==> src/design/dwpi_pkg.sv <==
// Shared types, widths and constants of the dual-wheel PI speed controller.
package dwpi_pkg;

   localparam int Q_W        = 25;  // Q24 fractions and gains, 0 .. 2^24 inclusive
   localparam int Q_FRAC     = 24;
   localparam int PERIOD_W   = 15;
   localparam int DUTY_W     = 16;
   localparam int DIST_W     = 32;
   localparam int INTEG_W    = 32;
   localparam int TARGET_W   = 7;
   localparam int COUNT_W    = 16;
   localparam int ERR_W      = 17;
   localparam int MUL_A_W    = INTEG_W + 1;
   localparam int MUL_B_W    = Q_W + 1;
   localparam int PROD_W     = MUL_A_W + MUL_B_W;
   localparam int ACC_W      = PROD_W + 3;
   localparam int CSR_INDEX_W = 3;
   localparam int DEF_QUEUE_DEPTH = 2;

   localparam logic [TARGET_W-1:0] MAX_TARGET = 7'd75;

   // duty at reset: (2 * 5580 * 10066330) >> 24
   localparam logic [DUTY_W-1:0] DUTY_RESET = 16'd6696;

   localparam logic [PERIOD_W-1:0] PWM_PERIOD_RESET = 15'd5580;
   localparam logic [Q_W-1:0] PROP_GAIN_RESET  = 25'd16777;
   localparam logic [Q_W-1:0] INTEG_GAIN_RESET = 25'd1678;
   localparam logic [Q_W-1:0] FWD_BASE_RESET   = 25'd10066330;
   localparam logic [Q_W-1:0] FWD_MAX_RESET    = 25'd13421773;
   localparam logic [Q_W-1:0] REV_BASE_RESET   = 25'd9563013;
   localparam logic [Q_W-1:0] REV_MIN_RESET    = 25'd5033165;
   localparam logic [Q_W-1:0] STARTUP_RESET    = 25'd10569646;

   // command byte kinds, bits 7-5
   localparam logic [2:0] CMD_KIND_SET     = 3'b100;
   localparam logic [2:0] CMD_KIND_SET_ALT = 3'b111;
   localparam logic [2:0] CMD_KIND_CLEAR   = 3'b110;

   localparam logic OP_COMMAND = 1'b0;
   localparam logic OP_TICK    = 1'b1;

   typedef enum logic [CSR_INDEX_W-1:0] {
      REG_PWM_PERIOD = 3'd0,
      REG_PROP_GAIN  = 3'd1,
      REG_INTEG_GAIN = 3'd2,
      REG_FWD_BASE   = 3'd3,
      REG_FWD_MAX    = 3'd4,
      REG_REV_BASE   = 3'd5,
      REG_REV_MIN    = 3'd6,
      REG_STARTUP    = 3'd7
   } csr_reg_type;

   typedef enum logic [1:0] {
      KIND_NOP,
      KIND_SET,
      KIND_CLEAR,
      KIND_TICK
   } item_kind_type;

   typedef struct packed {
      logic                       operation;
      logic [7:0]                 command_byte;
      logic signed [COUNT_W-1:0]  count_left;
      logic signed [COUNT_W-1:0]  count_right;
   } req_type;

   typedef struct packed {
      logic [DUTY_W-1:0]          duty_left;
      logic [DUTY_W-1:0]          duty_right;
      logic                       reverse_mode;
      logic [TARGET_W-1:0]        speed_target;
      logic signed [DIST_W-1:0]   distance_total;
   } rsp_type;

   // classified request as it sits in the queue
   typedef struct packed {
      item_kind_type              kind;
      logic                       reverse;
      logic [TARGET_W-1:0]        target;
      logic signed [COUNT_W-1:0]  count_left;
      logic signed [COUNT_W-1:0]  count_right;
   } item_type;

   typedef struct packed {
      logic [PERIOD_W-1:0] pwm_period;
      logic [Q_W-1:0]      prop_gain;
      logic [Q_W-1:0]      integ_gain;
      logic [Q_W-1:0]      fwd_base;
      logic [Q_W-1:0]      fwd_max;
      logic [Q_W-1:0]      rev_base;
      logic [Q_W-1:0]      rev_min;
      logic [Q_W-1:0]      startup;
   } cfg_type;

endpackage

==> src/design/dwpi_front.sv <==
// Request intake: classifies commands and ticks and hands them to the queue.
module dwpi_front import dwpi_pkg::*; (
   input  logic     req_valid,
   output logic     req_stall,
   input  req_type  req_data,
   input  logic     queue_full,
   output logic     push_valid,
   output item_type push_item
);

   logic [2:0] cmd_kind;
   logic [3:0] speed_code;

   assign cmd_kind   = req_data.command_byte[7:5];
   assign speed_code = req_data.command_byte[3:0];

   assign req_stall  = queue_full;
   assign push_valid = req_valid;

   always_comb begin
      push_item.reverse     = req_data.command_byte[4];
      // speed code times five
      push_item.target      = TARGET_W'({speed_code, 2'b00}) + TARGET_W'(speed_code);
      push_item.count_left  = req_data.count_left;
      push_item.count_right = req_data.count_right;
      priority if (req_data.operation == OP_TICK) begin
         push_item.kind = KIND_TICK;
      end else if (cmd_kind == CMD_KIND_SET || cmd_kind == CMD_KIND_SET_ALT) begin
         push_item.kind = KIND_SET;
      end else if (cmd_kind == CMD_KIND_CLEAR) begin
         push_item.kind = KIND_CLEAR;
      end else begin
         push_item.kind = KIND_NOP;
      end
   end

endmodule

==> config.mk <==
export PLATFORM = sky130hd
export DESIGN_NAME = dwpi_front
export DESIGN_NICKNAME = d
export VERILOG_FILES = /design/src/design/dwpi_pkg.sv /design/src/design/dwpi_front.sv
export SDC_FILE = /design/constraint.sdc
export NUM_CORES = 1
export LEC_CHECK = 0
export ABC_AREA = 1
export BUFFER_PORTS_ARGS = -buffer_cell sky130_fd_sc_hd__buf_2
export CORE_UTILIZATION = 23
export DETAILED_ROUTE_END_ITERATION = 6
export PLACE_DENSITY = 0.86
export REMOVE_ABC_BUFFERS = 1
export SETUP_SLACK_MARGIN = 0.02
export SYNTH_ARGS = -nofsm -noshare
export SYNTH_HDL_FRONTEND = slang
export SYNTH_SLANG_ARGS = --single-unit
==> constraint.sdc <==
create_clock -name vclk -period 0.83
set_input_delay 0.083 -clock vclk [all_inputs]
set_output_delay 0.083 -clock vclk [all_outputs]
set_load 0.02 [all_outputs]
==> Implementation_results.wiki <==
{| class="wikitable"
! Metric !! Value
|-
| Outcome || finished with violations
|-
| Failing checks || negative setup slack
|-
| Hold Crit Endpoint || push_item[5]
|-
| Clock power share || 0
|-
| Arrival time of data at the critical path endpoint || 1040 ps
|-
| N_diodes || 0
|-
| Share of layout cells above drive strength 1 || 0.653
|-
| Worst-case setup slack after placement || -352 ps
|-
| Detail Route Antenna Nets || 0
|-
| Total overflow reported by the global router || 0
|-
| Most repeated cell in the gate-level netlist after synthesis || sky130_fd_sc_hd__buf_4
|-
| Maximum fanout along the worst path || 2
|-
| Synth cell types || 8
|-
| Die span in y || 44.9 µm
|-
| Sequential cell count || 0
|-
| Hold Path Depth || 0
|-
| Top cell family by delay on the critical path || adder cells
|-
| Fraction of power consumed by sequential logic || 0
|-
| Post-synthesis sequential area ratio || 0
|-
| Final Slew Violations || 0
|-
| Worst endpoint required time || 750 ps
|-
| Biggest area consumer among synthesized cells || sky130_fd_sc_hd__buf_4
|-
| Area of the placeable core || 0.00173 mm²
|-
| Start point of the worst hold path || req_data[5]
|-
| GRT Overall Usage || 0.186
|-
| Area growth, synth to finish || -6.80%
|-
| Average size of a mapped cell || 6.71 µm²
|-
| Maximum number of pins on one net before global-route repair || 6
|-
| Post-detailed-route DRC marker count || 0
|-
| Simple-gate portion of the synthesized area || 0.145
|-
| Buf/Inv on CP || 3
|-
| Fraction of the mapped netlist area in adder cells || 0.107
|-
| Slowest stage delay, CP || 370 ps
|-
| Half-perimeter wire length of the detailed placement result || 1750 µm
|-
| Setup Crit Path Kind || in2out
|-
| Core occupancy in the finished layout || 0.228
|-
| Routed WL per cell || 26.9 µm
|-
| Internal power of the cells || 131 µW
|-
| Cell row count || 15
|-
| CP max-delay cell || sky130_fd_sc_hd__fa_2
|-
| Reg area || 0 µm²
|-
| Final number of hold-violating endpoints || 0
|-
| Share of power burned in combinational logic || 1.000
|-
| Number of inserted filler cells in the final layout || 204
|-
| Area enclosed by the die boundary || 0.00201 mm²
|-
| Post-synthesis share of cell area spent on xor and xnor gates || 0.0207
|-
| Category of the worst setup path capture point || output port
|-
| NumNets Final || 97
|-
| Mux cell area share after synthesis || 0
|-
| Gate Count Post-Synth || 63
|-
| Area fraction in compound gates after synthesis || 0
|-
| RSZ-0062 raised after global routing || yes
|-
| Post-Syn Area || 423 µm²
|-
| Biggest area contributors in the synthesized netlist || sky130_fd_sc_hd__buf_4, sky130_fd_sc_hd__nand3_1, sky130_fd_sc_hd__inv_1, sky130_fd_sc_hd__ha_1, sky130_fd_sc_hd__nand2_1
|-
| Final period util || 1.35
|-
| Post-layout minimum cycle time || 1120 ps
|-
| List of most frequent post-synthesis cells || sky130_fd_sc_hd__buf_4, sky130_fd_sc_hd__inv_1, sky130_fd_sc_hd__nand3_1, sky130_fd_sc_hd__nand2_1, sky130_fd_sc_hd__ha_1
|-
| Via-per-instance ratio || 4.43
|-
| Peak supply drop || 0.000132 V
|-
| Worst-case setup margin in the final layout || -290 ps
|-
| Net Sw Frac || 0.502
|-
| Slew headroom || 0.891
|-
| Static leakage || 0.207 nW
|-
| Starting Density || 0.245
|-
| CP startpoint kind || input port
|-
| CTS Hold Bufs || 0
|-
| Class of the tightest hold or removal check || in2out
|-
| Number of buffers added on ports || 17
|-
| Initial detailed-routing violation count || 4
|-
| WL final || 1990 µm
|-
| IO Count || 87
|-
| Global-route wire length before repair || 2330 µm
|-
| Largest family of logic cells by synthesized area || buffers and inverters
|-
| Synthesis warning total || 0
|-
| Final GP Congestion || 0.791
|-
| Max-cap check violation count || 0
|-
| Switch Pwr || 132 µW
|-
| Die boundary width || 44.9 µm
|-
| Actual slew at the worst max-slew pin || 163 ps
|-
| Number of search-and-repair iterations in the first detailed-routing pass || 3
|-
| Vias in the first global route || 289
|-
| Number of antenna violations at the first check in global routing || 0
|-
| Cells along the critical path || buf_8 > ha_4 > inv_2 > fa_2 > xnor2_2 > buf_4
|-
| Maximum clock frequency || 893 MHz
|-
| Areal power density over the cells || 669 mW/mm²
|-
| Final Setup Violations || 4
|-
| Area share of the largest cell type after synthesis || 0.657
|-
| Via count || 328
|-
| Number of clock buffers in the layout || 0
|}
## layout by cell type (no fill, tap or decap), drive strengths merged
cell   netlist  final
xnor2        1      1
buf         37     23
ha           2      2
fa           1      1
nand3        7      7
nand2        6      6
inv          8      8
nor2         1      1
## metrics by stage
stage / area (µm²) / hold WS, ps / std cells / total power, mW / setup TNS [ps]
after global placement: 299 / 166 / 73 / 0.183 / -1120
final: 394 / 166 / 74 / 0.264 / -865
after floorplan: 145 / 166 / 26 / 0.0969 / -726
after detailed placement: 299 / 166 / 73 / 0.188 / -1230
after CTS: 370 / 166 / 73 / 0.240 / -784
after global routing: 394 / 166 / 74 / 0.287 / -992
## how the worst max path moves through the flow
stage	slack, ps	end	start	depth (start not counted)
after floorplan	-330	push_item[36]	req_data[32]	4
after global placement	-320	push_item[35]	req_data[32]	6
after detailed placement	-350	push_item[36]	req_data[32]	6
after CTS	-240	push_item[35]	req_data[34]	6
after global routing	-320	push_item[36]	req_data[34]	6
final	-290	push_item[36]	req_data[34]	6
## per-layer routing
layer | vias up | wire (µm) | GRT usage
li1 | 126 | - | -
met1 | 144 | 404 | 0.119
met2 | 56 | 882 | 0.309
met3 | 2 | 678 | 0.280
met4 | 0 | 21 | 0
met5 | - | 0 | 0
## power by group through the flow
stage	clock network (mW)	registers [mW]	logic (mW)
2_1_floorplan	0	0	0.0969
3_3_place_gp	0	0	0.183
3_5_place_dp	0	0	0.188
4_1_cts	0	0	0.240
5_1_grt	0	0	0.287
6_report	0	0	0.264
## cell families (layout without fill, tap and decap cells)
family | Yosys count | in the layout
buffers and inverters | 45 | 31
AND/OR/NAND/NOR | 14 | 14
adder cells (fa/ha/maj) | 3 | 3
XOR/XNOR | 1 | 1
## area by class of cell
class | count | area (µm²) | area share
inverter | 8 | 30.0 | 0.0762
tap | 25 | 31.3 | 0.0794
multi-input combinational | 18 | 155 | 0.394
timing repair buffer | 23 | 178 | 0.451
## what timing repair did
item	in CTS	in global routing
endpoints found under the setup margin	4	4
pin swaps	4	4
setup buffers	0	1
cloned	0	0
gates resized for setup	20	3
Power figures use the tool's default switching activity.
