===== src/design/dwpi_pkg.sv =====
// Shared types, widths and constants of the dual-wheel PI speed controller.
package dwpi_pkg;

   localparam int Q_W        = 25;  // Q24 fractions and gains, 0 .. 2^24 inclusive
   localparam int Q_FRAC     = 24;
   localparam int PERIOD_W   = 15;
   localparam int DUTY_W     = 16;
   localparam int DIST_W     = 32;
   localparam int INTEG_W    = 32;
   localparam int TARGET_W   = 7;
   localparam int COUNT_W    = 16;
   localparam int ERR_W      = 17;
   localparam int MUL_A_W    = INTEG_W + 1;
   localparam int MUL_B_W    = Q_W + 1;
   localparam int PROD_W     = MUL_A_W + MUL_B_W;
   localparam int ACC_W      = PROD_W + 3;
   localparam int CSR_INDEX_W = 3;
   localparam int DEF_QUEUE_DEPTH = 2;

   localparam logic [TARGET_W-1:0] MAX_TARGET = 7'd75;

   // duty at reset: (2 * 5580 * 10066330) >> 24
   localparam logic [DUTY_W-1:0] DUTY_RESET = 16'd6696;

   localparam logic [PERIOD_W-1:0] PWM_PERIOD_RESET = 15'd5580;
   localparam logic [Q_W-1:0] PROP_GAIN_RESET  = 25'd16777;
   localparam logic [Q_W-1:0] INTEG_GAIN_RESET = 25'd1678;
   localparam logic [Q_W-1:0] FWD_BASE_RESET   = 25'd10066330;
   localparam logic [Q_W-1:0] FWD_MAX_RESET    = 25'd13421773;
   localparam logic [Q_W-1:0] REV_BASE_RESET   = 25'd9563013;
   localparam logic [Q_W-1:0] REV_MIN_RESET    = 25'd5033165;
   localparam logic [Q_W-1:0] STARTUP_RESET    = 25'd10569646;

   // command byte kinds, bits 7-5
   localparam logic [2:0] CMD_KIND_SET     = 3'b100;
   localparam logic [2:0] CMD_KIND_SET_ALT = 3'b111;
   localparam logic [2:0] CMD_KIND_CLEAR   = 3'b110;

   localparam logic OP_COMMAND = 1'b0;
   localparam logic OP_TICK    = 1'b1;

   typedef enum logic [CSR_INDEX_W-1:0] {
      REG_PWM_PERIOD = 3'd0,
      REG_PROP_GAIN  = 3'd1,
      REG_INTEG_GAIN = 3'd2,
      REG_FWD_BASE   = 3'd3,
      REG_FWD_MAX    = 3'd4,
      REG_REV_BASE   = 3'd5,
      REG_REV_MIN    = 3'd6,
      REG_STARTUP    = 3'd7
   } csr_reg_type;

   typedef enum logic [1:0] {
      KIND_NOP,
      KIND_SET,
      KIND_CLEAR,
      KIND_TICK
   } item_kind_type;

   typedef struct packed {
      logic                       operation;
      logic [7:0]                 command_byte;
      logic signed [COUNT_W-1:0]  count_left;
      logic signed [COUNT_W-1:0]  count_right;
   } req_type;

   typedef struct packed {
      logic [DUTY_W-1:0]          duty_left;
      logic [DUTY_W-1:0]          duty_right;
      logic                       reverse_mode;
      logic [TARGET_W-1:0]        speed_target;
      logic signed [DIST_W-1:0]   distance_total;
   } rsp_type;

   // classified request as it sits in the queue
   typedef struct packed {
      item_kind_type              kind;
      logic                       reverse;
      logic [TARGET_W-1:0]        target;
      logic signed [COUNT_W-1:0]  count_left;
      logic signed [COUNT_W-1:0]  count_right;
   } item_type;

   typedef struct packed {
      logic [PERIOD_W-1:0] pwm_period;
      logic [Q_W-1:0]      prop_gain;
      logic [Q_W-1:0]      integ_gain;
      logic [Q_W-1:0]      fwd_base;
      logic [Q_W-1:0]      fwd_max;
      logic [Q_W-1:0]      rev_base;
      logic [Q_W-1:0]      rev_min;
      logic [Q_W-1:0]      startup;
   } cfg_type;

endpackage


===== src/design/dwpi_csr.sv =====
// Configuration register bank of the speed controller.
module dwpi_csr import dwpi_pkg::*; (
   input  logic                   clock,
   input  logic                   reset,
   input  logic                   csr_valid,
   output logic                   csr_ready,
   input  logic [CSR_INDEX_W-1:0] csr_index,
   input  logic [Q_W-1:0]         csr_data,
   output cfg_type                cfg
);

   cfg_type cfg_ff;

   assign csr_ready = 1'b1;
   assign cfg       = cfg_ff;

   always_ff @(posedge clock) begin
      if (reset) begin
         cfg_ff.pwm_period <= PWM_PERIOD_RESET;
         cfg_ff.prop_gain  <= PROP_GAIN_RESET;
         cfg_ff.integ_gain <= INTEG_GAIN_RESET;
         cfg_ff.fwd_base   <= FWD_BASE_RESET;
         cfg_ff.fwd_max    <= FWD_MAX_RESET;
         cfg_ff.rev_base   <= REV_BASE_RESET;
         cfg_ff.rev_min    <= REV_MIN_RESET;
         cfg_ff.startup    <= STARTUP_RESET;
      end else if (csr_valid) begin
         unique case (csr_reg_type'(csr_index))
            REG_PWM_PERIOD: cfg_ff.pwm_period <= csr_data[PERIOD_W-1:0];
            REG_PROP_GAIN:  cfg_ff.prop_gain  <= csr_data;
            REG_INTEG_GAIN: cfg_ff.integ_gain <= csr_data;
            REG_FWD_BASE:   cfg_ff.fwd_base   <= csr_data;
            REG_FWD_MAX:    cfg_ff.fwd_max    <= csr_data;
            REG_REV_BASE:   cfg_ff.rev_base   <= csr_data;
            REG_REV_MIN:    cfg_ff.rev_min    <= csr_data;
            REG_STARTUP:    cfg_ff.startup    <= csr_data;
         endcase
      end
   end

endmodule


===== config.mk =====
export PLATFORM = sky130hd
export DESIGN_NAME = dwpi_csr
export DESIGN_NICKNAME = d
export VERILOG_FILES = /design/src/design/dwpi_pkg.sv /design/src/design/dwpi_csr.sv
export SDC_FILE = /design/constraint.sdc
export NUM_CORES = 1
export LEC_CHECK = 0
export BUFFER_PORTS_ARGS = -buffer_cell sky130_fd_sc_hd__buf_2
export CAP_MARGIN = 20
export CORE_MARGIN = 1.5
export CORE_UTILIZATION = 51
export CTS_CLUSTER_DIAMETER = 200
export CTS_CLUSTER_SIZE = 28
export DETAILED_ROUTE_END_ITERATION = 7
export PLACE_DENSITY = 0.79
export SYNTH_ARGS = -nofsm -noshare
export SYNTH_HDL_FRONTEND = slang
export SYNTH_SLANG_ARGS = --single-unit

===== constraint.sdc =====
create_clock -name clock -period 1.8 [get_ports clock]
set_clock_uncertainty 0.1 [all_clocks]
set_input_delay 0.18 -clock clock [delete_from_list [all_inputs] [get_ports clock]]
set_output_delay 0.18 -clock clock [all_outputs]
set_load 0.01 [all_outputs]

==> results summary <==
In this run the standard cell core region covers 13,900 µm². The met2 routed wirelength is 9290 µm. Summing the areas of all compound-gate instances in the mapped netlist gives 0% of the synthesized area. In this run the tightest slew margin relative to its limit is 54.5%. The layout cell share with drive strength beyond 1 is 30.3%. The maximum net fanout on the critical path is 7. The area share of and/or/nand/nor cells after synthesis came out at 18.3%.

222 I/O pins were placed. Among all stages on the critical path, the largest delay is contributed by sky130_fd_sc_hd__dlygate4sd3_1. The starting utilization of the core area came out at 52.6%. The x dimension of the die came out at 123 µm. The initial antenna violation count was 0. The number of global-route vias before repair came out at 5,330. The area growth from synthesis to layout is 29.1%. The design draws 8870 µW.

The critical path goes through dlygate4sd3_1, buf_2, nor2_1, mux2i_1. The overall track demand over capacity in global routing is 25.7%. After detailed routing, no signal wire sits above met4. The post-synthesis area per instance is 10.8 µm². The final setup violation count came out at 0.

The half-perimeter wire length after placement is 13,400 µm. The residual overflow from global routing is 0. The clock input transition at the sequential cells of the worst setup and hold paths came out at 0.07 ns.

The insertion delay to the later sink of the worst-skew pair is 0.43 ns. The total of fill cells in the finished design came out at 1,075. The post-layout net count is 944. The total clock sinks came out at 190.

The yosys synthesis warning count is 0. TritonCTS built the clock tree. The antenna diode instance count is 0. The met3 wire length came out at 1920 µm.

STA classifies the critical path startpoint as a primary input. Sorting the synthesized cells by area gives the leading types as sky130_fd_sc_hd__dfxtp_1, sky130_fd_sc_hd__mux2i_1, sky130_fd_sc_hd__nand2b_1, sky130_fd_sc_hd__nor2_1, sky130_fd_sc_hd__buf_2. In this run the remaining antenna-violating nets after routing total 0. The required time of the critical path came out at 1.98 ns.

After detailed routing, the number of remaining DRC violations is 0. The largest total area in the synthesized netlist belongs to sky130_fd_sc_hd__dfxtp_1. The leakage power total is 0.00492 µW.

The number of port buffers is 220. The flip-flop count of the largest register after layout is 190. The number of standard cells after synthesis came out at 681. The smallest clock period supported by the final layout is computed as 1.39 ns.

The routed metal-1 wirelength came out at 7810 µm. Setup repair after global routing left no endpoint under its margin. The number of clock buffers inserted by TritonCTS is 17.

Clock tree synthesis selected as its root buffer the cell sky130_fd_sc_hd__clkbuf_16. The maximum level of the CTS H-tree came out at 4. Measured against the total synthesized area, the mux share comes to 26.0%. The post-synthesis cell type count is 15. The transition at the pin with the smallest max-transition slack is 0.680 ns. The fraction of the cycle the final worst path needs came out at 77.3%.

The total wire length is 19,100 µm. The post-synthesis share of cell area spent on full adders, half adders and majority gates came out at 0%. After the first detailed-routing iteration, the DRC count stood at 276.

For the worst setup path, the data arrival time is 1.57 ns. The share of the Yosys chip area taken by registers is 51.9%. The cell family contributing the most delay on the critical path is buffers and inverters.

The synthesized design devotes to its leading area cell type 51.9% of total area. The count of TritonRoute iterations in the first routing pass came out at 4. The largest single stage delay on the critical path is 0.55 ns. The global placer's final weighted congestion is 0.766. The worst-case IR drop observed on VDD is 0.748 mV. The area of the mapped netlist is 7330 µm². The final-report hold violation count came out at 0. Counting flops and latches in the post-synthesis netlist gives 190. The number of rows created at floorplan came out at 43. The net count after synthesis came out at 712. The run finished with clean final reports. By area, the combinational part of the netlist is dominated by multiplexers.

The sequential cells in the finished layout cover a total of 3800 µm². Entering global routing, the biggest net connects 70 pins. The total number of vias came out at 5,547. The buffer levels on the longest clock path came out at 2. Excluding fillers, the count of instances in the completed layout stands at 1,106.

After detailed routing, the average wire length per cell comes to 17.3 µm. In this run the worst hold path is classified as in2reg. After detailed routing, the number of vias per cell comes to 5.02.

In this run, placement finished with an instance count of 1,055. The summed negative setup slack over all endpoints is 0 ns. The utilization of the core after routing is 67.9%.

The global-route wire length before repair is 29,100 µm. The number of maximum-capacitance violations came out at 0. The area of the die is 15,100 µm². The buffer and inverter count on the worst path is 2. The worst setup path is of the in2reg kind. The sort of element at the end of the critical path is a flop. The areal power density over the cells came out at 937 nW/µm².

Final hold analysis gives a worst-case slack of 0.00429 ns. The number of max-slew violations in the final report is 0. Summing the areas of all xor and xnor instances in the mapped netlist gives 0% of the synthesized area. For this run, the top clock speed supported by timing is 0.719 GHz. The footprint of the multi-input gates came out at 3280 µm².

The floorplan step set the die height to 123 µm.
-- worst register-to-register path, cell delays in order (launching register included) --
cell and delay [ns]:
sky130_fd_sc_hd__dfxtp_1 0.32, sky130_fd_sc_hd__nor2_1 0.17, sky130_fd_sc_hd__mux2i_1 0.11
-- final cells by class --
class	instances	area share (%)
Timing Repair Buffer	265	16.4
Tap cell	180	2.38
Clock inverter	12	1.49
Clock buffer	20	4.83
Multi-Input combinational cell	439	34.7
Sequential cell	190	40.2
-- power breakdown --
part	switching (µW)	total [µW]	internal (µW)	leakage, µW
Combinational	377	685	307	0.00308
Clock	1590	3840	2250	0.000300
Sequential	49.7	4350	4300	0.00154
Total	2020	8870	6850	0.00492
-- worst paths after layout --
kind | slack, ns | cells past startpoint | start | endpoint
min | 0.004 | 3 | csr_data[11] | cfg[36]
max | 0.41 | 4 | csr_data[3] | cfg[128]
max reg2reg | 0.98 | 2 | cfg[21] | cfg[21]
min reg2reg | 0.37 | 2 | cfg[38] | cfg[38]
-- through the flow --
step	worst slack (ns)	instance area [µm²]
3_3_place_gp	0.293	8670
2_1_floorplan	0.456	7330
6_report	0.409	9460
5_1_grt	0.296	9460
4_1_cts	0.424	9460
3_5_place_dp	0.266	8670
-- per-layer routing --
metal	vias to the layer above	track usage [%]
met5	-	0
met4	0	5.74
met3	10	10.9
met2	193	43.5
met1	2629	30.2
li1	2715	-
-- cells by family (layout without fill, tap and decap cells) --
family	after synthesis	in the layout
buf+inv	52	297
flops	190	190
mux	190	190
other cells	1	1
simple gates	248	248
-- placed cells by master, fill, tap and decap left out --
cell | Yosys | final
sky130_fd_sc_hd__buf_2 | 27 | 219
sky130_fd_sc_hd__mux2i_1 | 190 | 190
sky130_fd_sc_hd__dfxtp_1 | 190 | 190
sky130_fd_sc_hd__nand2b_1 | 135 | 135
sky130_fd_sc_hd__nor2_1 | 102 | 102
sky130_fd_sc_hd__buf_4 | 9 | 21
sky130_fd_sc_hd__dlygate4sd3_1 | 0 | 19
sky130_fd_sc_hd__clkbuf_16 | 0 | 17
sky130_fd_sc_hd__clkinv_2 | 0 | 7
sky130_fd_sc_hd__buf_12 | 0 | 5
sky130_fd_sc_hd__nand4b_1 | 3 | 3
sky130_fd_sc_hd__bufinv_16 | 0 | 3
sky130_fd_sc_hd__nor4bb_4 | 0 | 2
sky130_fd_sc_hd__nand4bb_1 | 3 | 2
sky130_fd_sc_hd__clkbuf_8 | 0 | 2
sky130_fd_sc_hd__nand4bb_2 | 0 | 1
sky130_fd_sc_hd__and4b_1 | 1 | 1
sky130_fd_sc_hd__nand4_2 | 1 | 1
sky130_fd_sc_hd__or4b_1 | 1 | 1
sky130_fd_sc_hd__conb_1 | 1 | 1
sky130_fd_sc_hd__clkinvlp_4 | 0 | 1
sky130_fd_sc_hd__clkbuf_1 | 14 | 1
sky130_fd_sc_hd__inv_6 | 0 | 1
sky130_fd_sc_hd__buf_6 | 2 | 1
-- cell usage after synthesis, drive strengths merged --
| cell | count |
|---|---|
| and4b | 1 |
| buf | 38 |
| clkbuf | 14 |
| conb | 1 |
| dfxtp | 190 |
| mux2i | 190 |
| nand2b | 135 |
| nand4 | 1 |
| nand4b | 3 |
| nand4bb | 3 |
| nor2 | 102 |
| nor4bb | 2 |
| or4b | 1 |
-- timing repair --
item	4_1_cts	5_1_grt
hold buffers	19	0
resized for setup	0	0
endpoints found under the hold margin	39	0
setup buffers	0	0
Power figures use the tool's default switching activity.
