[config.mk]
export PLATFORM = sky130hd
export DESIGN_NAME = dwpi_fifo
export DESIGN_NICKNAME = d
export VERILOG_FILES = /design/src/design/dwpi_fifo.sv
export SDC_FILE = /design/constraint.sdc
export NUM_CORES = 1
export LEC_CHECK = 0
export BUFFER_PORTS_ARGS = -buffer_cell sky130_fd_sc_hd__buf_2
export CAP_MARGIN = 0
export CELL_PAD_IN_SITES_DETAIL_PLACEMENT = 1
export CELL_PAD_IN_SITES_GLOBAL_PLACEMENT = 1
export CORE_ASPECT_RATIO = 1.5
export CORE_MARGIN = 4
export CORE_UTILIZATION = 30
export DETAILED_ROUTE_END_ITERATION = 8
export PLACE_DENSITY_LB_ADDON = 0.1
export SLEW_MARGIN = 20
export SYNTH_ARGS = -nofsm -noshare
export SYNTH_HDL_FRONTEND = slang
export SYNTH_SLANG_ARGS = --single-unit
[constraint.sdc]
create_clock -name clock -period 1.85 [get_ports clock]
set_input_delay 0.0925 -clock clock [delete_from_list [all_inputs] [get_ports clock]]
set_output_delay 0.0925 -clock clock [all_outputs]
set_load 0.005 [all_outputs]
[src/design/dwpi_fifo.sv]
// Small register queue between the request decoder and the control sequencer.
module dwpi_fifo #(
   parameter int WIDTH = 8,
   parameter int DEPTH = 2
) (
   input  logic             clock,
   input  logic             reset,
   input  logic             push,
   input  logic [WIDTH-1:0] push_data,
   output logic             full,
   input  logic             pop,
   output logic [WIDTH-1:0] pop_data,
   output logic             empty
);

   localparam int PTR_W = (DEPTH > 1) ? $clog2(DEPTH) : 1;
   localparam int CNT_W = $clog2(DEPTH + 1);
   localparam logic [PTR_W-1:0] LAST = PTR_W'(DEPTH - 1);

   logic [WIDTH-1:0] mem_ff [DEPTH];
   logic [PTR_W-1:0] wr_ptr_ff;
   logic [PTR_W-1:0] rd_ptr_ff;
   logic [CNT_W-1:0] count_ff;
   logic             do_push;
   logic             do_pop;

   assign full     = (count_ff == CNT_W'(DEPTH));
   assign empty    = (count_ff == '0);
   assign do_push  = push && !full;
   assign do_pop   = pop && !empty;
   assign pop_data = mem_ff[rd_ptr_ff];

   always_ff @(posedge clock) begin
      if (reset) begin
         wr_ptr_ff <= '0;
         rd_ptr_ff <= '0;
         count_ff  <= '0;
      end else begin
         if (do_push) begin
            wr_ptr_ff <= (wr_ptr_ff == LAST) ? '0 : wr_ptr_ff + 1'b1;
         end
         if (do_pop) begin
            rd_ptr_ff <= (rd_ptr_ff == LAST) ? '0 : rd_ptr_ff + 1'b1;
         end
         if (do_push && !do_pop) begin
            count_ff <= count_ff + 1'b1;
         end else if (do_pop && !do_push) begin
            count_ff <= count_ff - 1'b1;
         end
      end
   end

   always_ff @(posedge clock) begin
      if (do_push) begin
         mem_ff[wr_ptr_ff] <= push_data;
      end
   end

endmodule

==> impl_metrics.tcl, run 1 <==
set metrics [dict create \
    status "completed" \
    clkSinkCount 21 \
    grt_start_max_net_pins 12 \
    hold_violations 0 \
    cp_max_fo 5 \
    p_per_area_nw_per_um2 1190 \
    drtIter0Drc 10 \
    dpl.hpwl_um 1060 \
    gr-usage-all-layers 0.0930 \
    cap_violations 0 \
    ff2ff_path_depth 5 \
    cts_max_level 1 \
    cts_hold_buf 8 \
    max_freq_mhz 631 \
    via_count 498 \
    numCtsBuffers 3 \
    worstPathRequired_ns 2.08 \
    end_kind "flip-flop" \
    reg2reg_slack_ns 0.27 \
    setup_tns_ns 0 \
    synth_warnings 0 \
    rsz0062_at_grt "false" \
    ys_ff_latch 21 \
    slew_violations 0 \
    placementRows 22 \
    post-route-period-util 0.857 \
    synthesis.area_um2 793 \
    portBuffers 21 \
    p_leak_nw 0.411 \
    hold_depth 2 \
    first_pass_iters 2 \
    syn_nets 63 \
    dr_wl_met2_um 830 \
    layout_commonest_cell "buf_2" \
    area_growth_pct 29.8 \
    antenna_found_initial 0 \
    tightest_slew_ns 0.406 \
    clk_pin_slew_ns 0.10 \
    max_stage_delay_ns 0.40 \
    gp_congestion 0.635 \
    post-route-drc-count 0 \
    drt_wl_total_um 1490 \
    critical_path_buf_inv_count 0 \
    peakVddDrop_mv 0.535 \
    io_pins 22 \
    clk_latency_ns 0.29 \
    crit_chain "nor2b_2 > nor2_1 > ha_1 > or3_1 > a21oi_1" \
    drt-met1-wl_um 583 \
    top_layer "met4" \
    crit_arrival_ns 1.81 \
    synth.distinct_cells 13 \
    timing.hold.ws_ns 0.0224 \
    grt_pass1_vias 543 \
    initial_utilization 0.320 \
    layout-drive-gt1-share 0.402 \
    slew-limit-headroom 0.729 \
    wire_per_inst_um 14.0 \
    setup_violations 0 \
    crit_type "reg -> reg" \
    slowest_stage "dfxtp_1" \
    ant_nets 0 \
    clockBufferDepth 2 \
    grt_pass1_wl_um 2470 \
    cts_tree "done" \
    cp.depth 5 \
    root_buffer "clkbuf_4" \
    final_nets 96 \
    design_area_um2 1030 \
    overflow 0 \
    syn_inst 50 \
    fp.coreArea_um2 2480 \
    postCtsSetupBuffers 0 \
    ys_seq_area_frac 0.732 \
    hold_path_class "in -> reg" \
    wl_met3_um 65 \
    die_width_um 50.0 \
    layout_common_cells "buf_2, edfxtp_1, mux2_2, dlygate4sd3_1" \
    dieArea_um2 3550 \
    syn_area_per_cell_um2 15.9 \
    avgViaCountPerCell 4.70 \
    finalCriticalPeriod_ns 1.58 \
    cp_top_family "simple AND/OR/NAND/NOR gates" \
    dpl-instance-area_um2 923 \
    die_height_um 71.0 \
    cp-start-kind "flip-flop" \
    num_antenna_cells 0 \
    cts_resized 0 \
    fin_worst_skew_ns 0.000871 \
]
-- report_power, final --
group          total [W]  switching, W  leakage (nW)  internal, W
sequential      0.000667     0.0000649         0.191     0.000602
clock           0.000206      0.000122        0.0150    0.0000837
combinational   0.000358      0.000163         0.206     0.000195
total            0.00123      0.000350         0.411     0.000880
-- cell families (layout without fill, tap and decap cells) --
family / count (synthesis) / in the layout / share of synthesized area
flops: 21 / 21 / 0.732
mux: 8 / 8 / 0.114
simple gates: 9 / 9 / 0.0584
buf+inv: 3 / 35 / 0.0158
compound gates: 5 / 5 / 0.0315
fa+ha+maj: 1 / 1 / 0.0158
xor+xnor: 3 / 3 / 0.0331
-- through the flow --
stage	util	total power [W]	setup WS (ns)	cells
final	0.416	0.00123	0.265	106
after global routing	0.416	0.00134	0.150	106
after CTS	0.416	0.00126	0.237	106
after detailed placement	0.373	0.00104	0.257	94
after global placement	0.373	0.00102	0.334	94
after floorplan	-	0.000887	0.395	50
-- synth_stat cells (all sizes together) --
| master | instances | area, um2 |
|---|---|---|
| buf | 1 | 5.00 |
| or3 | 2 | 12.5 |
| xor2 | 3 | 26.3 |
| inv | 2 | 7.51 |
| o21ai | 3 | 15.0 |
| nor2 | 5 | 18.8 |
| and2 | 1 | 6.26 |
| edfxtp | 16 | 480 |
| dfxtp | 5 | 100 |
| a21oi | 2 | 10.0 |
| ha | 1 | 12.5 |
| mux2 | 8 | 90.1 |
| nor2b | 1 | 8.76 |
-- final cells by class --
| class | instances | area [um2] |
|---|---|---|
| multi-input combinational | 26 | 200 |
| tap | 24 | 30.0 |
| inverter | 2 | 7.51 |
| timing repair buffer | 29 | 185 |
| clock buffer | 4 | 26.3 |
| fill | 278 | 1450 |
| sequential | 21 | 581 |
-- registers in the layout (all words and copies together) (netlist names), named ones only --
register   flops
count_ff       2
mem_ff        16
rd_ptr_ff      1
wr_ptr_ff      1
-- final timing paths --
kind | start | endpoint
worst min-delay path | reset | wr_ptr_ff
worst min register to register | wr_ptr_ff | wr_ptr_ff
worst max-delay path | count_ff[1] | count_ff[1]
worst max register to register | count_ff[1] | count_ff[1]
-- layer usage --
| metal | up-vias | track usage |
|---|---|---|
| li1 | 245 | - |
| met1 | 237 | 0.0989 |
| met2 | 14 | 0.167 |
| met3 | 2 | 0.0211 |
| met4 | 0 | 0.0462 |
| met5 | - | 0 |
(Power assumes the default switching activity.)
==> run 2: changes to the inputs <==
Settings changed: CAP_MARGIN 0 to 25, CELL_PAD_IN_SITES_DETAIL_PLACEMENT 1 to 0.
==> impl_metrics.tcl, run 2 (synthesis results as in run 1) <==
set metrics [dict create \
    status "completed" \
    max_freq_mhz 632 \
    antenna_found_initial 0 \
    p_per_area_nw_per_um2 1180 \
    root_buffer "clkbuf_4" \
    gp_congestion 0.635 \
    reg2reg_slack_ns 0.27 \
    num_antenna_cells 0 \
    area_growth_pct 31.2 \
    min_to "wr_ptr_ff" \
    peakVddDrop_mv 0.546 \
    worst_slack_ns 0.268 \
    cts_hold_buf 8 \
    hold_path_class "in -> reg" \
    portBuffers 21 \
    post-route-period-util 0.855 \
    dieArea_um2 3550 \
    slew-limit-headroom 0.730 \
    clk_latency_ns 0.29 \
    final_nets 97 \
    placementRows 22 \
    crit_arrival_ns 1.81 \
    grt_pass1_vias 568 \
    grt_pass1_wl_um 2520 \
    reg.largest.list "mem_ff (16), count_ff (2)" \
    cp_max_fo 5 \
    ant_nets 0 \
    cts_resized 0 \
    p_leak_nw 0.418 \
    rsz0062_at_grt "false" \
    io_pins 22 \
    r2r_start "count_ff[0]" \
    reg2reg_to "count_ff[1]" \
    grt_start_max_net_pins 13 \
    setup_tns_ns 0 \
    via_count 498 \
    clk_pin_slew_ns 0.11 \
    overflow 0 \
    ff2ff_path_depth 4 \
    wire_per_inst_um 12.3 \
    drtIter0Drc 9 \
    fp.coreArea_um2 2480 \
    hold_depth 4 \
    layout_common_cells "buf_2, edfxtp_1, dlygate4sd3_1" \
    gr-usage-all-layers 0.0938 \
    cts_tree "done" \
    die_width_um 50.0 \
    first_pass_iters 3 \
    crit_type "reg -> reg" \
    end_kind "flip-flop" \
    cap_violations 0 \
    die_height_um 71.0 \
    largest_register "mem_ff" \
    hold_violations 0 \
    min_from "push" \
    layout-drive-gt1-share 0.410 \
    post-route-drc-count 0 \
    comb_power_share 0.288 \
    clkSinkCount 21 \
    largest_reg_flops 16 \
    worstPathRequired_ns 2.08 \
    fin_worst_skew_ns 0.00609 \
    power_frac_seq 0.541 \
    layout_commonest_cell "buf_2" \
    initial_utilization 0.320 \
    place_ws_ns 0.255 \
    cp-start-kind "flip-flop" \
    power_frac_clock 0.171 \
    postCtsSetupBuffers 0 \
    switching_share 0.284 \
    numCtsBuffers 3 \
    finalCriticalPeriod_ns 1.58 \
    slew_violations 0 \
    drt_wl_total_um 1320 \
    p_int_w 0.000878 \
    avgViaCountPerCell 4.65 \
    tightest_slew_ns 0.404 \
    setup_violations 0 \
    switchingPower_w 0.000349 \
    clockBufferDepth 2 \
    cts_max_level 1 \
    dpl.hpwl_um 953 \
]
-- run 2: cell count changes in the layout (fill, tap and decap cells not counted) --
cell           delta
dlygate4sd3_1     +1
clkinv_2          +1
clkbuf_1          -1
-- run 2: power by group through the flow --
stage	Clock, W	Sequential, W	Combinational (W)
after floorplan	0	0.000642	0.000246
after global placement	0	0.000676	0.000344
after detailed placement	0	0.000678	0.000350
after CTS	0.000224	0.000667	0.000366
after global routing	0.000253	0.000678	0.000415
final	0.000209	0.000664	0.000354
-- run 2: how the worst max path moves through the flow --
| stage | from | to | slack [ns] | cells past startpoint |
|---|---|---|---|---|
| 2_1_floorplan | count_ff[0] | count_ff[1] | 0.39 | 4 |
| 5_1_grt | count_ff[0] | count_ff[1] | 0.16 | 4 |
| 4_1_cts | count_ff[0] | count_ff[1] | 0.24 | 4 |
| 3_3_place_gp | count_ff[0] | count_ff[1] | 0.33 | 4 |
| 3_5_place_dp | count_ff[0] | count_ff[1] | 0.25 | 4 |
| 6_report | count_ff[0] | count_ff[1] | 0.27 | 4 |
-- run 2: cell type report --
class | instances | area [um2]
Clock buffer | 3 | 22.5
Clock inverter | 1 | 5.00
Fill cell | 256 | 1440
Inverter | 2 | 7.51
Multi-Input combinational cell | 26 | 200
Sequential cell | 21 | 581
Tap cell | 24 | 30.0
Timing Repair Buffer | 30 | 195
-- run 2: metrics by stage --
step / power [W] / cell area [um2] / hold WS (ns) / std cells / util
2_1_floorplan: 0.000887 / 793 / 0.162 / 50 / -
3_3_place_gp: 0.00102 / 923 / 0.283 / 94 / 0.373
3_5_place_dp: 0.00103 / 923 / 0.283 / 94 / 0.373
4_1_cts: 0.00126 / 1030 / 0.00169 / 106 / 0.416
5_1_grt: 0.00135 / 1040 / 0.183 / 107 / 0.420
6_report: 0.00123 / 1040 / 0.159 / 107 / 0.420
-- run 2: layer usage --
metal  up-vias  GRT usage  routed length, um
met5         -          0                  0
met4         0     0.0646                 15
met3         2     0.0211                 50
met2        14      0.157                712
met1       235      0.103                538
li1        247          -                  -
-- run 2: critical path, stage by stage, from the launching register on --
cell and delay, ns:
dfxtp_1 0.37, o21ai_0 0.29, ha_1 0.32, or3_1 0.38, a21oi_1 0.15
==> run 3: changes to the inputs <==
Settings changed: CORE_UTILIZATION 30 to 39.
==> impl_metrics.tcl, run 3 (synthesis results as in run 1) <==
set metrics [dict create \
    dpl.hpwl_um 947 \
    avgViaCountPerCell 4.74 \
    largest_register "mem_ff" \
    cp_max_fo 5 \
    timing.hold.ws_ns 0.163 \
    switchingPower_w 0.000337 \
    ant_nets 0 \
    area_growth_pct 30.6 \
    wire_per_inst_um 12.5 \
    drt_wl_total_um 1300 \
    portBuffers 21 \
    layout-drive-gt1-share 0.398 \
    root_buffer "clkbuf_4" \
    p_per_area_nw_per_um2 1180 \
    layout_commonest_cell "buf_2" \
    final_nets 97 \
    cts_tree "done" \
    crit_arrival_ns 1.81 \
    min_from "push" \
    reg2reg_to "count_ff[1]" \
    hold_path_class "in -> reg" \
    fin_worst_skew_ns 0.00615 \
    post-route-period-util 0.850 \
    p_leak_nw 0.416 \
    slew-limit-headroom 0.758 \
    die_height_um 63.2 \
    ff2ff_path_depth 4 \
    power_frac_clock 0.169 \
    numCtsBuffers 3 \
    via_count 493 \
    die_width_um 44.8 \
    end_kind "flip-flop" \
    comb_power_share 0.286 \
    largest_reg_flops 16 \
    clkSinkCount 21 \
    layout_common_cells "buf_2, edfxtp_1, dlygate4sd3_1" \
    io_pins 22 \
    r2r_start "count_ff[0]" \
    clk_pin_slew_ns 0.10 \
    peakVddDrop_mv 0.730 \
    overflow 0 \
    gr-usage-all-layers 0.104 \
    initial_utilization 0.422 \
    clk_latency_ns 0.30 \
    grt_start_max_net_pins 12 \
    max_freq_mhz 636 \
    p_int_w 0.000881 \
    grt_pass1_vias 484 \
    worstPathRequired_ns 2.09 \
    slew_violations 0 \
    rsz0062_at_grt "false" \
    post-route-drc-count 0 \
    setup_tns_ns 0 \
    tightest_slew_ns 0.363 \
    finalCriticalPeriod_ns 1.57 \
    hold_violations 0 \
    power_frac_seq 0.545 \
    cts_max_level 1 \
    placementRows 19 \
    num_antenna_cells 0 \
    antenna_found_initial 0 \
    status "completed" \
    hold_depth 4 \
    dieArea_um2 2830 \
    drtIter0Drc 13 \
    reg.largest.list "mem_ff (16), count_ff (2)" \
    reg2reg_slack_ns 0.28 \
    setup_violations 0 \
    cp-start-kind "flip-flop" \
    clockBufferDepth 2 \
    grt_pass1_wl_um 2130 \
    fp.coreArea_um2 1880 \
    min_to "wr_ptr_ff" \
    gp_congestion 0.605 \
    first_pass_iters 4 \
    cap_violations 0 \
    switching_share 0.277 \
    crit_type "reg -> reg" \
]
run 3: changes by cell type in the layout (fill, tap and decap cells not counted):
| cell | change |
|---|---|
| clkbuf_1 | +1 |
| clkinv_2 | -1 |
run 3: worst max-delay path by stage:
stage	start	endpoint	slack (ns)	cells past startpoint
floorplan	count_ff[0]	count_ff[1]	0.39	4
global placement	count_ff[0]	count_ff[1]	0.34	4
detailed placement	count_ff[0]	count_ff[1]	0.29	4
CTS	count_ff[0]	count_ff[1]	0.28	4
global route	count_ff[0]	count_ff[1]	0.17	4
finish	count_ff[0]	count_ff[1]	0.28	4
run 3: layout make-up:
| type | count | area (um2) |
|---|---|---|
| fill | 169 | 842 |
| sequential | 21 | 581 |
| multi-input combinational | 26 | 200 |
| timing repair buffer | 30 | 195 |
| clock buffer | 4 | 26.3 |
| tap | 21 | 26.3 |
| inverter | 2 | 7.51 |
run 3: critical path, cell delays in order (launching register included):
cell	delay (ns)
dfxtp_1	0.38
o21ai_0	0.32
ha_1	0.32
or3_1	0.37
a21oi_1	0.13
run 3: power groups by stage:
stage	registers (W)	logic, W	clock network [W]
finish	0.000664	0.000348	0.000206
floorplan	0.000642	0.000246	0
CTS	0.000666	0.000355	0.000216
detailed placement	0.000677	0.000337	0
global placement	0.000674	0.000341	0
global route	0.000675	0.000388	0.000243
run 3: per-layer routing:
metal  global-route usage  vias to the layer above  share of wire
met2                0.180                       13           0.54
met1                0.112                      229           0.38
met4               0.0659                        0          0.022
met5                    0                        -              0
met3               0.0171                        4          0.055
li1                     -                      247              -
run 3: repair_timing:
item                                   CTS  global route
gates resized for setup                  0             0
endpoints found under the hold margin   16             0
setup buffers                            0             0
hold buffers                             9             0
run 3: through the flow:
step	util	cell area [um2]	cells	setup WS, ns	total power [W]
after floorplan	-	793	50	0.395	0.000887
after global placement	0.490	920	91	0.343	0.00101
after detailed placement	0.490	920	91	0.291	0.00101
after CTS	0.552	1040	104	0.277	0.00124
after global routing	0.552	1040	104	0.169	0.00131
final	0.552	1040	104	0.277	0.00122
